`config.mk`:
```
export PLATFORM = sky130hd
export DESIGN_NAME = waypoint_arc_length_decimator_top
export DESIGN_NICKNAME = d
export VERILOG_FILES = /design/src/wald_pkg.sv /design/src/wald_front.sv /design/src/wald_queue.sv /design/src/wald_back.sv /design/src/waypoint_arc_length_decimator_top.sv
export SDC_FILE = /design/constraint.sdc
export NUM_CORES = 2
export LEC_CHECK = 0
export ABC_AREA = 1
export BUFFER_PORTS_ARGS = -buffer_cell sky130_fd_sc_hd__clkbuf_2
export CAP_MARGIN = 20
export CORE_MARGIN = 10
export CORE_UTILIZATION = 34
export CTS_BUF_LIST = sky130_fd_sc_hd__clkbuf_8
export CTS_CLUSTER_SIZE = 28
export DETAILED_ROUTE_END_ITERATION = 6
export GPL_ROUTABILITY_DRIVEN = 1
export MAX_ROUTING_LAYER = met4
export SYNTH_ARGS = -nofsm -noshare
export SYNTH_HDL_FRONTEND = slang
export SYNTH_SLANG_ARGS = --single-unit
export TNS_END_PERCENT = 10
```
`constraint.sdc`:
```
create_clock -name aclk -period 14.3 [get_ports aclk]
set_input_delay 1.43 -clock aclk [delete_from_list [all_inputs] [get_ports aclk]]
set_output_delay 1.43 -clock aclk [all_outputs]
set_load 0.03 [all_outputs]
```
`src/wald_pkg.sv`:
```
`timescale 1ns / 1ps
// ----------------------------------------------------------------------------
// wald_pkg
// Shared types, constants and the square root step for the waypoint
// arc-length decimator.
// ----------------------------------------------------------------------------
package wald_pkg;

    localparam int COORD_W    = 24;   // Q15.8 position
    localparam int FIELD_W    = 16;   // pass-through fields
    localparam int SPACING_W  = 24;
    localparam int TRAVEL_W   = 26;
    localparam int HALF_W     = 12;   // half of an absolute difference
    localparam int SQ_W       = 48;   // one squared difference
    localparam int RAD_W      = 52;   // radicand, padded to whole digit pairs
    localparam int REM_W      = 28;
    localparam int ROOT_W     = 26;
    localparam int ROOT_STEPS = 13;   // two root bits per cycle
    localparam int STEP_CNT_W = 4;

    localparam logic [SPACING_W-1:0] SPACING_RESET = 24'd1280;  // 5.0 m

    typedef struct packed {
        logic                      start_of_path;
        logic signed [COORD_W-1:0] x_position;
        logic signed [COORD_W-1:0] y_position;
        logic signed [FIELD_W-1:0] heading;
        logic signed [FIELD_W-1:0] speed;
        logic signed [FIELD_W-1:0] acceleration;
        logic signed [FIELD_W-1:0] speed_command;
        logic signed [FIELD_W-1:0] steer_command;
    } in_item_t;

    typedef struct packed {
        logic signed [COORD_W-1:0] kept_x;
        logic signed [COORD_W-1:0] kept_y;
        logic signed [FIELD_W-1:0] kept_heading;
        logic signed [FIELD_W-1:0] kept_speed;
        logic signed [FIELD_W-1:0] kept_acceleration;
        logic signed [FIELD_W-1:0] kept_speed_command;
        logic signed [FIELD_W-1:0] kept_steer_command;
    } out_item_t;

    // One classified point waiting for the distance unit
    typedef struct packed {
        logic               seed;
        logic [COORD_W-1:0] ax;
        logic [COORD_W-1:0] ay;
        out_item_t          item;
    } queue_entry_t;

    typedef struct packed {
        logic [REM_W-1:0]  rem;
        logic [ROOT_W-1:0] root;
    } sqrt_state_t;

    // One restoring digit step of the integer square root
    function automatic sqrt_state_t sqrt_step(input sqrt_state_t cur, input logic [1:0] pair);
        sqrt_state_t      nxt;
        logic [REM_W-1:0] shifted;
        logic [REM_W-1:0] trial;
        shifted = {cur.rem[REM_W-3:0], pair};
        trial   = {cur.root, 2'b01};
        if (shifted >= trial) begin
            nxt.rem  = shifted - trial;
            nxt.root = {cur.root[ROOT_W-2:0], 1'b1};
        end else begin
            nxt.rem  = shifted;
            nxt.root = {cur.root[ROOT_W-2:0], 1'b0};
        end
        return nxt;
    endfunction

endpackage

```
`src/wald_front.sv`:
```
`timescale 1ns / 1ps
// ----------------------------------------------------------------------------
// wald_front
// Accepts points, tracks the previous position and classifies each point
// as a path seed or a step; pushes absolute coordinate differences.
// ----------------------------------------------------------------------------
module wald_front (
    input  logic                    aclk,
    input  logic                    aresetn,
    input  logic                    s_valid,
    output logic                    s_ready,
    input  wald_pkg::in_item_t      s_item,
    output logic                    push_valid,
    input  logic                    push_ready,
    output wald_pkg::queue_entry_t  push_data
);

    logic [wald_pkg::COORD_W-1:0] prev_x_reg, prev_x_next;
    logic [wald_pkg::COORD_W-1:0] prev_y_reg, prev_y_next;
    logic                         have_prev_reg, have_prev_next;

    logic                         accept;
    logic [wald_pkg::COORD_W:0]   dx, dy, neg_dx, neg_dy;

    assign s_ready    = push_ready;
    assign push_valid = s_valid;
    assign accept     = s_valid && push_ready;

    always_comb begin
        dx     = {s_item.x_position[wald_pkg::COORD_W-1], s_item.x_position}
               - {prev_x_reg[wald_pkg::COORD_W-1], prev_x_reg};
        dy     = {s_item.y_position[wald_pkg::COORD_W-1], s_item.y_position}
               - {prev_y_reg[wald_pkg::COORD_W-1], prev_y_reg};
        neg_dx = -dx;
        neg_dy = -dy;

        push_data.seed = s_item.start_of_path || !have_prev_reg;
        push_data.ax   = dx[wald_pkg::COORD_W] ? neg_dx[wald_pkg::COORD_W-1:0]
                                               : dx[wald_pkg::COORD_W-1:0];
        push_data.ay   = dy[wald_pkg::COORD_W] ? neg_dy[wald_pkg::COORD_W-1:0]
                                               : dy[wald_pkg::COORD_W-1:0];
        push_data.item.kept_x             = s_item.x_position;
        push_data.item.kept_y             = s_item.y_position;
        push_data.item.kept_heading       = s_item.heading;
        push_data.item.kept_speed         = s_item.speed;
        push_data.item.kept_acceleration  = s_item.acceleration;
        push_data.item.kept_speed_command = s_item.speed_command;
        push_data.item.kept_steer_command = s_item.steer_command;

        prev_x_next    = prev_x_reg;
        prev_y_next    = prev_y_reg;
        have_prev_next = have_prev_reg;
        if (accept) begin
            prev_x_next    = s_item.x_position;
            prev_y_next    = s_item.y_position;
            have_prev_next = 1'b1;
        end
    end

    always_ff @(posedge aclk) begin
        if (!aresetn) begin
            have_prev_reg <= 1'b0;
        end else begin
            have_prev_reg <= have_prev_next;
        end
    end

    // position itself is only meaningful once have_prev is set
    always_ff @(posedge aclk) begin
        prev_x_reg <= prev_x_next;
        prev_y_reg <= prev_y_next;
    end

endmodule

```
`src/wald_queue.sv`:
```
`timescale 1ns / 1ps
// ----------------------------------------------------------------------------
// wald_queue
// Small circular queue of classified points between front and back.
// ----------------------------------------------------------------------------
module wald_queue #(
    parameter int DEPTH = 2
) (
    input  logic                    aclk,
    input  logic                    aresetn,
    input  logic                    push_valid,
    output logic                    push_ready,
    input  wald_pkg::queue_entry_t  push_data,
    output logic                    pop_valid,
    input  logic                    pop_ready,
    output wald_pkg::queue_entry_t  pop_data
);

    localparam int PTR_W = (DEPTH > 1) ? $clog2(DEPTH) : 1;
    localparam int CNT_W = $clog2(DEPTH + 1);
    localparam logic [PTR_W-1:0] LAST_PTR = PTR_W'(DEPTH - 1);
    localparam logic [CNT_W-1:0] FULL_CNT = CNT_W'(DEPTH);

    wald_pkg::queue_entry_t entry_reg [DEPTH];

    logic [PTR_W-1:0] wr_ptr_reg, wr_ptr_next;
    logic [PTR_W-1:0] rd_ptr_reg, rd_ptr_next;
    logic [CNT_W-1:0] count_reg, count_next;
    logic             do_push, do_pop;

    assign push_ready = (count_reg != FULL_CNT);
    assign pop_valid  = (count_reg != '0);
    assign pop_data   = entry_reg[rd_ptr_reg];
    assign do_push    = push_valid && push_ready;
    assign do_pop     = pop_valid && pop_ready;

    always_comb begin
        wr_ptr_next = wr_ptr_reg;
        rd_ptr_next = rd_ptr_reg;
        if (do_push) begin
            wr_ptr_next = (wr_ptr_reg == LAST_PTR) ? '0 : wr_ptr_reg + 1'b1;
        end
        if (do_pop) begin
            rd_ptr_next = (rd_ptr_reg == LAST_PTR) ? '0 : rd_ptr_reg + 1'b1;
        end
        case ({do_push, do_pop})
            2'b10:   count_next = count_reg + 1'b1;
            2'b01:   count_next = count_reg - 1'b1;
            default: count_next = count_reg;
        endcase
    end

    always_ff @(posedge aclk) begin
        if (!aresetn) begin
            wr_ptr_reg <= '0;
            rd_ptr_reg <= '0;
            count_reg  <= '0;
        end else begin
            wr_ptr_reg <= wr_ptr_next;
            rd_ptr_reg <= rd_ptr_next;
            count_reg  <= count_next;
        end
    end

    always_ff @(posedge aclk) begin
        if (do_push) begin
            entry_reg[wr_ptr_reg] <= push_data;
        end
    end

endmodule

```
`src/wald_back.sv`:
```
`timescale 1ns / 1ps
// ----------------------------------------------------------------------------
// wald_back
// Emits kept points, computes the step length with split squares and an
// iterative square root, and keeps the travelled-distance accumulator.
// ----------------------------------------------------------------------------
module wald_back (
    input  logic                            aclk,
    input  logic                            aresetn,
    input  logic [wald_pkg::SPACING_W-1:0]  spacing,
    input  logic                            pop_valid,
    output logic                            pop_ready,
    input  wald_pkg::queue_entry_t          pop_data,
    output logic                            m_valid,
    input  logic                            m_ready,
    output wald_pkg::out_item_t             m_item
);

    typedef enum logic [5:0] {
        ST_IDLE   = 6'b000001,
        ST_SQUARE = 6'b000010,
        ST_SUM    = 6'b000100,
        ST_LOAD   = 6'b001000,
        ST_ROOT   = 6'b010000,
        ST_ACCUM  = 6'b100000
    } back_state_t;

    localparam int HW  = wald_pkg::HALF_W;
    localparam int PW  = 2 * wald_pkg::HALF_W;
    localparam int SQW = wald_pkg::SQ_W;
    localparam int TW  = wald_pkg::TRAVEL_W;
    localparam logic [wald_pkg::STEP_CNT_W-1:0] LAST_STEP =
        wald_pkg::STEP_CNT_W'(wald_pkg::ROOT_STEPS - 1);

    back_state_t state_reg, state_next;

    logic [TW-1:0]                   travelled_reg, travelled_next;
    logic                            out_valid_reg, out_valid_next;
    wald_pkg::out_item_t             out_item_reg, out_item_next;

    logic [wald_pkg::COORD_W-1:0]    ax_reg, ax_next, ay_reg, ay_next;
    logic [PW-1:0]                   xhh_reg, xhl_reg, xll_reg, yhh_reg, yhl_reg, yll_reg;
    logic [PW-1:0]                   xhh_next, xhl_next, xll_next, yhh_next, yhl_next, yll_next;
    logic [SQW-1:0]                  sqx_reg, sqx_next, sqy_reg, sqy_next;
    logic [wald_pkg::RAD_W-1:0]      rad_reg, rad_next;
    wald_pkg::sqrt_state_t           sq_reg, sq_next, sq_mid;
    logic [wald_pkg::STEP_CNT_W-1:0] step_reg, step_next;

    logic                            out_free, do_pop, emit;
    logic [TW:0]                     sum;
    logic [TW-1:0]                   sat;

    assign out_free  = !out_valid_reg || m_ready;
    assign pop_ready = (state_reg == ST_IDLE)
                    && (pop_data.seed || travelled_reg != '0 || out_free);
    assign do_pop    = pop_valid && pop_ready;
    assign emit      = do_pop && !pop_data.seed && travelled_reg == '0;
    assign m_valid   = out_valid_reg;
    assign m_item    = out_item_reg;

    always_comb begin
        state_next     = state_reg;
        travelled_next = travelled_reg;
        out_item_next  = out_item_reg;
        out_valid_next = out_valid_reg && !m_ready;
        ax_next        = ax_reg;
        ay_next        = ay_reg;
        xhh_next       = xhh_reg;
        xhl_next       = xhl_reg;
        xll_next       = xll_reg;
        yhh_next       = yhh_reg;
        yhl_next       = yhl_reg;
        yll_next       = yll_reg;
        sqx_next       = sqx_reg;
        sqy_next       = sqy_reg;
        rad_next       = rad_reg;
        sq_next        = sq_reg;
        step_next      = step_reg;
        sq_mid         = wald_pkg::sqrt_step(sq_reg, rad_reg[wald_pkg::RAD_W-1 -: 2]);
        sum            = {1'b0, travelled_reg} + {1'b0, sq_reg.root};
        sat            = sum[TW] ? {TW{1'b1}} : sum[TW-1:0];

        if (emit) begin
            out_item_next  = pop_data.item;
            out_valid_next = 1'b1;
        end

        case (state_reg)
            ST_IDLE: begin
                if (do_pop) begin
                    if (pop_data.seed) begin
                        travelled_next = '0;
                    end else begin
                        ax_next    = pop_data.ax;
                        ay_next    = pop_data.ay;
                        state_next = ST_SQUARE;
                    end
                end
            end
            ST_SQUARE: begin
                // 12x12 partial products of each square
                xhh_next   = {{HW{1'b0}}, ax_reg[PW-1:HW]} * {{HW{1'b0}}, ax_reg[PW-1:HW]};
                xhl_next   = {{HW{1'b0}}, ax_reg[PW-1:HW]} * {{HW{1'b0}}, ax_reg[HW-1:0]};
                xll_next   = {{HW{1'b0}}, ax_reg[HW-1:0]}  * {{HW{1'b0}}, ax_reg[HW-1:0]};
                yhh_next   = {{HW{1'b0}}, ay_reg[PW-1:HW]} * {{HW{1'b0}}, ay_reg[PW-1:HW]};
                yhl_next   = {{HW{1'b0}}, ay_reg[PW-1:HW]} * {{HW{1'b0}}, ay_reg[HW-1:0]};
                yll_next   = {{HW{1'b0}}, ay_reg[HW-1:0]}  * {{HW{1'b0}}, ay_reg[HW-1:0]};
                state_next = ST_SUM;
            end
            ST_SUM: begin
                sqx_next   = {xhh_reg, {PW{1'b0}}} + {{(HW-1){1'b0}}, xhl_reg, {(HW+1){1'b0}}}
                           + {{PW{1'b0}}, xll_reg};
                sqy_next   = {yhh_reg, {PW{1'b0}}} + {{(HW-1){1'b0}}, yhl_reg, {(HW+1){1'b0}}}
                           + {{PW{1'b0}}, yll_reg};
                state_next = ST_LOAD;
            end
            ST_LOAD: begin
                rad_next   = {4'b0, sqx_reg} + {4'b0, sqy_reg};
                sq_next    = '0;
                step_next  = '0;
                state_next = ST_ROOT;
            end
            ST_ROOT: begin
                sq_next   = wald_pkg::sqrt_step(sq_mid, rad_reg[wald_pkg::RAD_W-3 -: 2]);
                rad_next  = {rad_reg[wald_pkg::RAD_W-5:0], 4'b0};
                step_next = step_reg + 1'b1;
                if (step_reg == LAST_STEP) begin
                    state_next = ST_ACCUM;
                end
            end
            ST_ACCUM: begin
                travelled_next = (sat >= {{(TW-wald_pkg::SPACING_W){1'b0}}, spacing}) ? '0 : sat;
                state_next     = ST_IDLE;
            end
            default: begin
                state_next = ST_IDLE;
            end
        endcase
    end

    always_ff @(posedge aclk) begin
        if (!aresetn) begin
            state_reg     <= ST_IDLE;
            travelled_reg <= '0;
            out_valid_reg <= 1'b0;
        end else begin
            state_reg     <= state_next;
            travelled_reg <= travelled_next;
            out_valid_reg <= out_valid_next;
        end
    end

    always_ff @(posedge aclk) begin
        out_item_reg <= out_item_next;
        ax_reg       <= ax_next;
        ay_reg       <= ay_next;
        xhh_reg      <= xhh_next;
        xhl_reg      <= xhl_next;
        xll_reg      <= xll_next;
        yhh_reg      <= yhh_next;
        yhl_reg      <= yhl_next;
        yll_reg      <= yll_next;
        sqx_reg      <= sqx_next;
        sqy_reg      <= sqy_next;
        rad_reg      <= rad_next;
        sq_reg       <= sq_next;
        step_reg     <= step_next;
    end

endmodule

```
`src/waypoint_arc_length_decimator_top.sv`:
```
`timescale 1ns / 1ps
// ----------------------------------------------------------------------------
// waypoint_arc_length_decimator_top
// Thins a stream of trajectory points by travelled distance.
// ----------------------------------------------------------------------------
// Usage:
//   s_valid/s_ready/s_item   one trajectory point per transfer. The first
//                            point of a path (or the first after reset)
//                            only seeds the previous position.
//   m_valid/m_ready/m_item   kept waypoints, zero or one per point.
//   cfg_valid/cfg_ready/cfg_spacing  spacing in unsigned Q16.8 m; ready is
//                            always high. Write only while the block is idle.
// Path: with the back end idle, a kept point is registered in a queue entry,
//   then in the output register that drives m_valid.
// Back end: a seed point takes only the pop; any other point takes in turn
//   the pop, squares, square sums, radicand, the two-bit-per-cycle square
//   root, then the accumulate; no new point is popped until it is done.
//   The root is the loop that sets the rate.
// The front end and a QUEUE_DEPTH-entry queue keep taking points while the
//   back end works, so s_ready only drops when the queue is full.
// Reset (aresetn low, synchronous) empties the queue, drops any pending
//   result, clears the accumulator and the seeded flag, spacing -> 5.0 m.
// A stalled receiver holds m_item; the back end then waits only on points
//   that must be emitted, and the queue fills behind it.
// ----------------------------------------------------------------------------
module waypoint_arc_length_decimator_top #(
    parameter int QUEUE_DEPTH = 2
) (
    input  logic                            aclk,
    input  logic                            aresetn,
    input  logic                            s_valid,
    output logic                            s_ready,
    input  wald_pkg::in_item_t              s_item,
    output logic                            m_valid,
    input  logic                            m_ready,
    output wald_pkg::out_item_t             m_item,
    input  logic                            cfg_valid,
    output logic                            cfg_ready,
    input  logic [wald_pkg::SPACING_W-1:0]  cfg_spacing
);

    // Spacing register, written through its own channel
    logic [wald_pkg::SPACING_W-1:0] spacing_reg, spacing_next;

    // Front -> queue
    logic                   push_valid, push_ready;
    wald_pkg::queue_entry_t push_data;

    // Queue -> back
    logic                   pop_valid, pop_ready;
    wald_pkg::queue_entry_t pop_data;

    assign cfg_ready    = 1'b1;
    assign spacing_next = (cfg_valid && cfg_ready) ? cfg_spacing : spacing_reg;

    always_ff @(posedge aclk) begin
        if (!aresetn) begin
            spacing_reg <= wald_pkg::SPACING_RESET;
        end else begin
            spacing_reg <= spacing_next;
        end
    end

    // Classifies points and forms the coordinate differences
    wald_front u_front (
        .aclk       (aclk),
        .aresetn    (aresetn),
        .s_valid    (s_valid),
        .s_ready    (s_ready),
        .s_item     (s_item),
        .push_valid (push_valid),
        .push_ready (push_ready),
        .push_data  (push_data)
    );

    // Decouples the front from the multi-cycle distance unit
    wald_queue #(
        .DEPTH (QUEUE_DEPTH)
    ) u_queue (
        .aclk       (aclk),
        .aresetn    (aresetn),
        .push_valid (push_valid),
        .push_ready (push_ready),
        .push_data  (push_data),
        .pop_valid  (pop_valid),
        .pop_ready  (pop_ready),
        .pop_data   (pop_data)
    );

    // Emission decision, step length and accumulator
    wald_back u_back (
        .aclk      (aclk),
        .aresetn   (aresetn),
        .spacing   (spacing_reg),
        .pop_valid (pop_valid),
        .pop_ready (pop_ready),
        .pop_data  (pop_data),
        .m_valid   (m_valid),
        .m_ready   (m_ready),
        .m_item    (m_item)
    );

endmodule

```
==> results.md <==
- The flow ran to the end, and the final reports show no timing, DRC or antenna violations.
- TritonCTS built the clock tree.
- Buffers added to address setup during post-CTS repair amount to 0.
- The area growth from synthesis to layout is 11.4%.
- The largest individual stage delay along the critical path comes from the cell sky130_fd_sc_hd__edfxtp_1.
- Static timing analysis puts the maximum clock frequency at approximately 0.16 GHz.
- The cts-stage hold buffer count is 0.
- Summed over all layers, the routed wires come to between 150000 and 200000 um.
- The first global-routing pass estimated around 290000 um of wire.
- The number of violations reported at the end of detailed-routing iteration 0 is 3103.
- The count of final hold-check violations is 0.
- The aggregate global-route resource usage is 0.158.
- The share of post-route cells with drive strength above 1 is 0.103.
- The placed instances occupy a cell area of 78200 sq um.
- The total area of sequential cells is around 29000 sq um.
- The share of synthesized flip-flops with an asynchronous set or reset is 0.
- The number of nets in the synthesized netlist is between 9000 and 10000.
- The path type of the worst setup path is register to register.
- The routed layout has 52400 vias.
- In this run the worst path has a maximum fanout of 25.
- Data on the critical path arrives at its endpoint at 6860 ps.
- The most common cell in the synthesized netlist is sky130_fd_sc_hd__inv_1.
- The category of the worst setup path launch point is a register.
- The final number of setup-violating endpoints is 0.
- For this run, global-route usage on met2 was measured as 0.255.
- The finished layout holds 11000 standard cells, fillers aside.
- Dividing the detail-routed via count by the number of cells gives roughly 4.7.
- For this run the aggregate overflow at the end of global routing stands at 0.
- The number of enable flip-flop cells after synthesis is slightly above 900.
- For this configuration, the core starts out at a cell density of 0.342.
- The number of I/O port buffers is around 290.
- The via count of the first global-routing pass is between 50000 and 60000.
- After layout, the minimum clock period comes to a little over 6000 ps.
- The horizontal die dimension is just under 500 um.
- The kind of end point of the critical path is a register.
- In this run the core area contains 170 standard-cell rows.
- For the worst setup path, the data required time is roughly 15000 ps.
- Headroom to the max-slew limit came out at 0.247.
- The clock edge transition at the registers on the reported setup and hold paths is 80 ps.
- During I/O placement, the number of pins put on the boundary was 289.
- In this run the mean area of a mapped cell was between 9 and 10 sq um.
- After synthesis the cells add up to around 74000 sq um.
- The final worst clock skew is between 40 and 50 ps.
- Setup repair after global routing left no endpoint under its margin.
- The number of nets with antenna violations after routing is 0.
- The filler cells instantiated in the layout total approximately 21000.
- The clock buffer count from CTS is 173.
- Ranked by instance count, the synthesized netlist is headed by sky130_fd_sc_hd__inv_1 (1564), sky130_fd_sc_hd__nand2_1 (1518), sky130_fd_sc_hd__edfxtp_1 (920), sky130_fd_sc_hd__ha_1 (608), sky130_fd_sc_hd__fa_1 (526).
- The type of the tightest min-delay check is register to register.
- The max-slew violation total from the final report came to 0.
- The die span in y is 485 um.
- For this run, the register share of the synthesized area comes to 0.393.
- For this run, global-route usage on met1 was measured as 0.197.
- In this run, placement finished with an instance count of between 10000 and 15000.
- The insertion delay of the later-clocked pin in the worst-skew pair is 920 ps.
- The H-tree was split into 4 levels.
- The final clock period utilization by the worst path is 0.433.
- The final HPWL from detailed placement is 141000 um.
- The total buffers and inverters traversed by the critical path is 6.
- The detail-routed net length per standard cell is 16.6 um.
- The tree is rooted in a sky130_fd_sc_hd__clkbuf_8.
- The clock sink total is ~1000.
- The share of the synthesized area in the top cell type is 0.376.
- The maximum number of pins on one net before global-route repair is 160.
- The layer flagged by global routing as most heavily used is met2.
- The peak per-stage delay on the critical path is about 1100 ps.
- The number of standard cells after synthesis is a little under 8000.
- The number of resized instances in the post-cts repair step is 0.
- The Yosys step of the flow raised 0 warnings.
- Ranked by total cell area, the synthesized netlist is headed by sky130_fd_sc_hd__edfxtp_1 (38%), sky130_fd_sc_hd__fa_1 (14%), sky130_fd_sc_hd__ha_1 (10%), sky130_fd_sc_hd__inv_1 (8.0%), sky130_fd_sc_hd__nand2_1 (7.7%).
- Across the run, the number of max-cap violations was 0.
- Synthesis inferred roughly 1000 register bits.
- After routing the design area is slightly above 80000 sq um.
- The final routed DRC violation total is 0.
- The maximum clock path buffer count is 3.
- Routability-driven placement finished with a final weighted congestion of approximately 0.95.
- The core region is about 210000 sq um.
- The number of detailed-routing iterations run before antenna repair is 6.
- Summing all multi-input logic gate instances after layout gives around 38000 sq um.
- The initial antenna violation count is 12.
- In the synthesized netlist the dominant register cell turns out to be sky130_fd_sc_hd__edfxtp_1.
- For met3 alone, demand over resource in global routing was 0.0385.
- The largest total area in the synthesized netlist belongs to sky130_fd_sc_hd__edfxtp_1.
- The total negative slack for setup checks is 0 ps.
- The die area is roughly 240000 sq um.
- The register with the most flip-flops in the layout has roughly 350 of them.
- In the final design database the tool counted around 9300 nets.
- The library cell appearing most often on the critical path is sky130_fd_sc_hd__nand2_1.
- The count of cell types in the netlist is a little under 60.
- The measured slew at the worst slew-check pin is between 1000 and 1500 ps.
- The kind of cell with the highest combined delay along the critical path is adder cells.
-- worst register-to-register path: cells and delay by family (launching register included) --
family                   cells  cell delay, ps
XOR/XNOR                     1              80
AO/OA/AOI/OAI                4             750
adder cells (fa/ha/maj)      6            2770
buffers and inverters        6             420
flip-flops                   1            1090
AND/OR/NAND/NOR              9             840
-- logic make-up after synthesis --
family                     synth area share
DFF                                   0.393
xor gates and xnor gates             0.0393
AOI/OAI and AO/OA                    0.0691
other                             0.0000510
and+or+nand+nor                       0.135
muxes                                0.0274
buffers and inverters                0.0897
adders and majority gates             0.247
-- metrics by stage --
| step | hold slack, ps | worst slack, ps | utilization |
|---|---|---|---|
| 4_1_cts | 418 | 8110 | 0.380 |
| 6_report | 414 | 8110 | 0.381 |
| 3_3_place_gp | 406 | 8210 | 0.364 |
| 2_1_floorplan | 400 | 3740 | - |
| 3_5_place_dp | 405 | 8120 | 0.364 |
| 5_1_grt | 412 | 7630 | 0.381 |
-- per-layer routing --
metal	wire length [um]	share of wire	up-vias
met5	0	0	-
met4	3950	0.022	0
met3	12600	0.069	229
met2	85900	0.47	1297
met1	80300	0.44	25200
li1	-	-	25700
-- cells in the final DEF (no fill, tap or decap), drive strengths merged, types with 53 or more instances in the layout --
cell type	n
or2	53
nand4	84
xor2	207
nor2	439
clkbuf	466
edfxtp	920
nand2	1529
mux2	179
xnor2	123
ha	608
clkinv	58
nand3	204
inv	1633
fa	526
o21ai	285
dfxtp	63
a21oi	448
-- worst paths after layout --
kind | startpoint | to | slack [ps] | cells past startpoint
setup reg to reg | u_back.ay_reg[4] | u_back.yll_reg[23] | 8110 | 26
hold / removal | u_back.yll_reg[0] | u_back.sqy_reg[0] | 410 | 0
hold reg to reg | u_back.yll_reg[0] | u_back.sqy_reg[0] | 410 | 0
setup / recovery | u_back.ay_reg[4] | u_back.yll_reg[23] | 8110 | 26
-- layout make-up --
type,count,area share
clock inverter,135,0.0124
multi-input combinational,4982,0.466
antenna,13,0.000397
sequential,983,0.353
timing repair buffer,334,0.0235
clock buffer,179,0.0301
tap,2838,0.0433
inverter,1570,0.0720
Power is left out: the tool's default activity adds up to more than one toggle a clock period on the data nets, which glitch-free logic cannot reach.
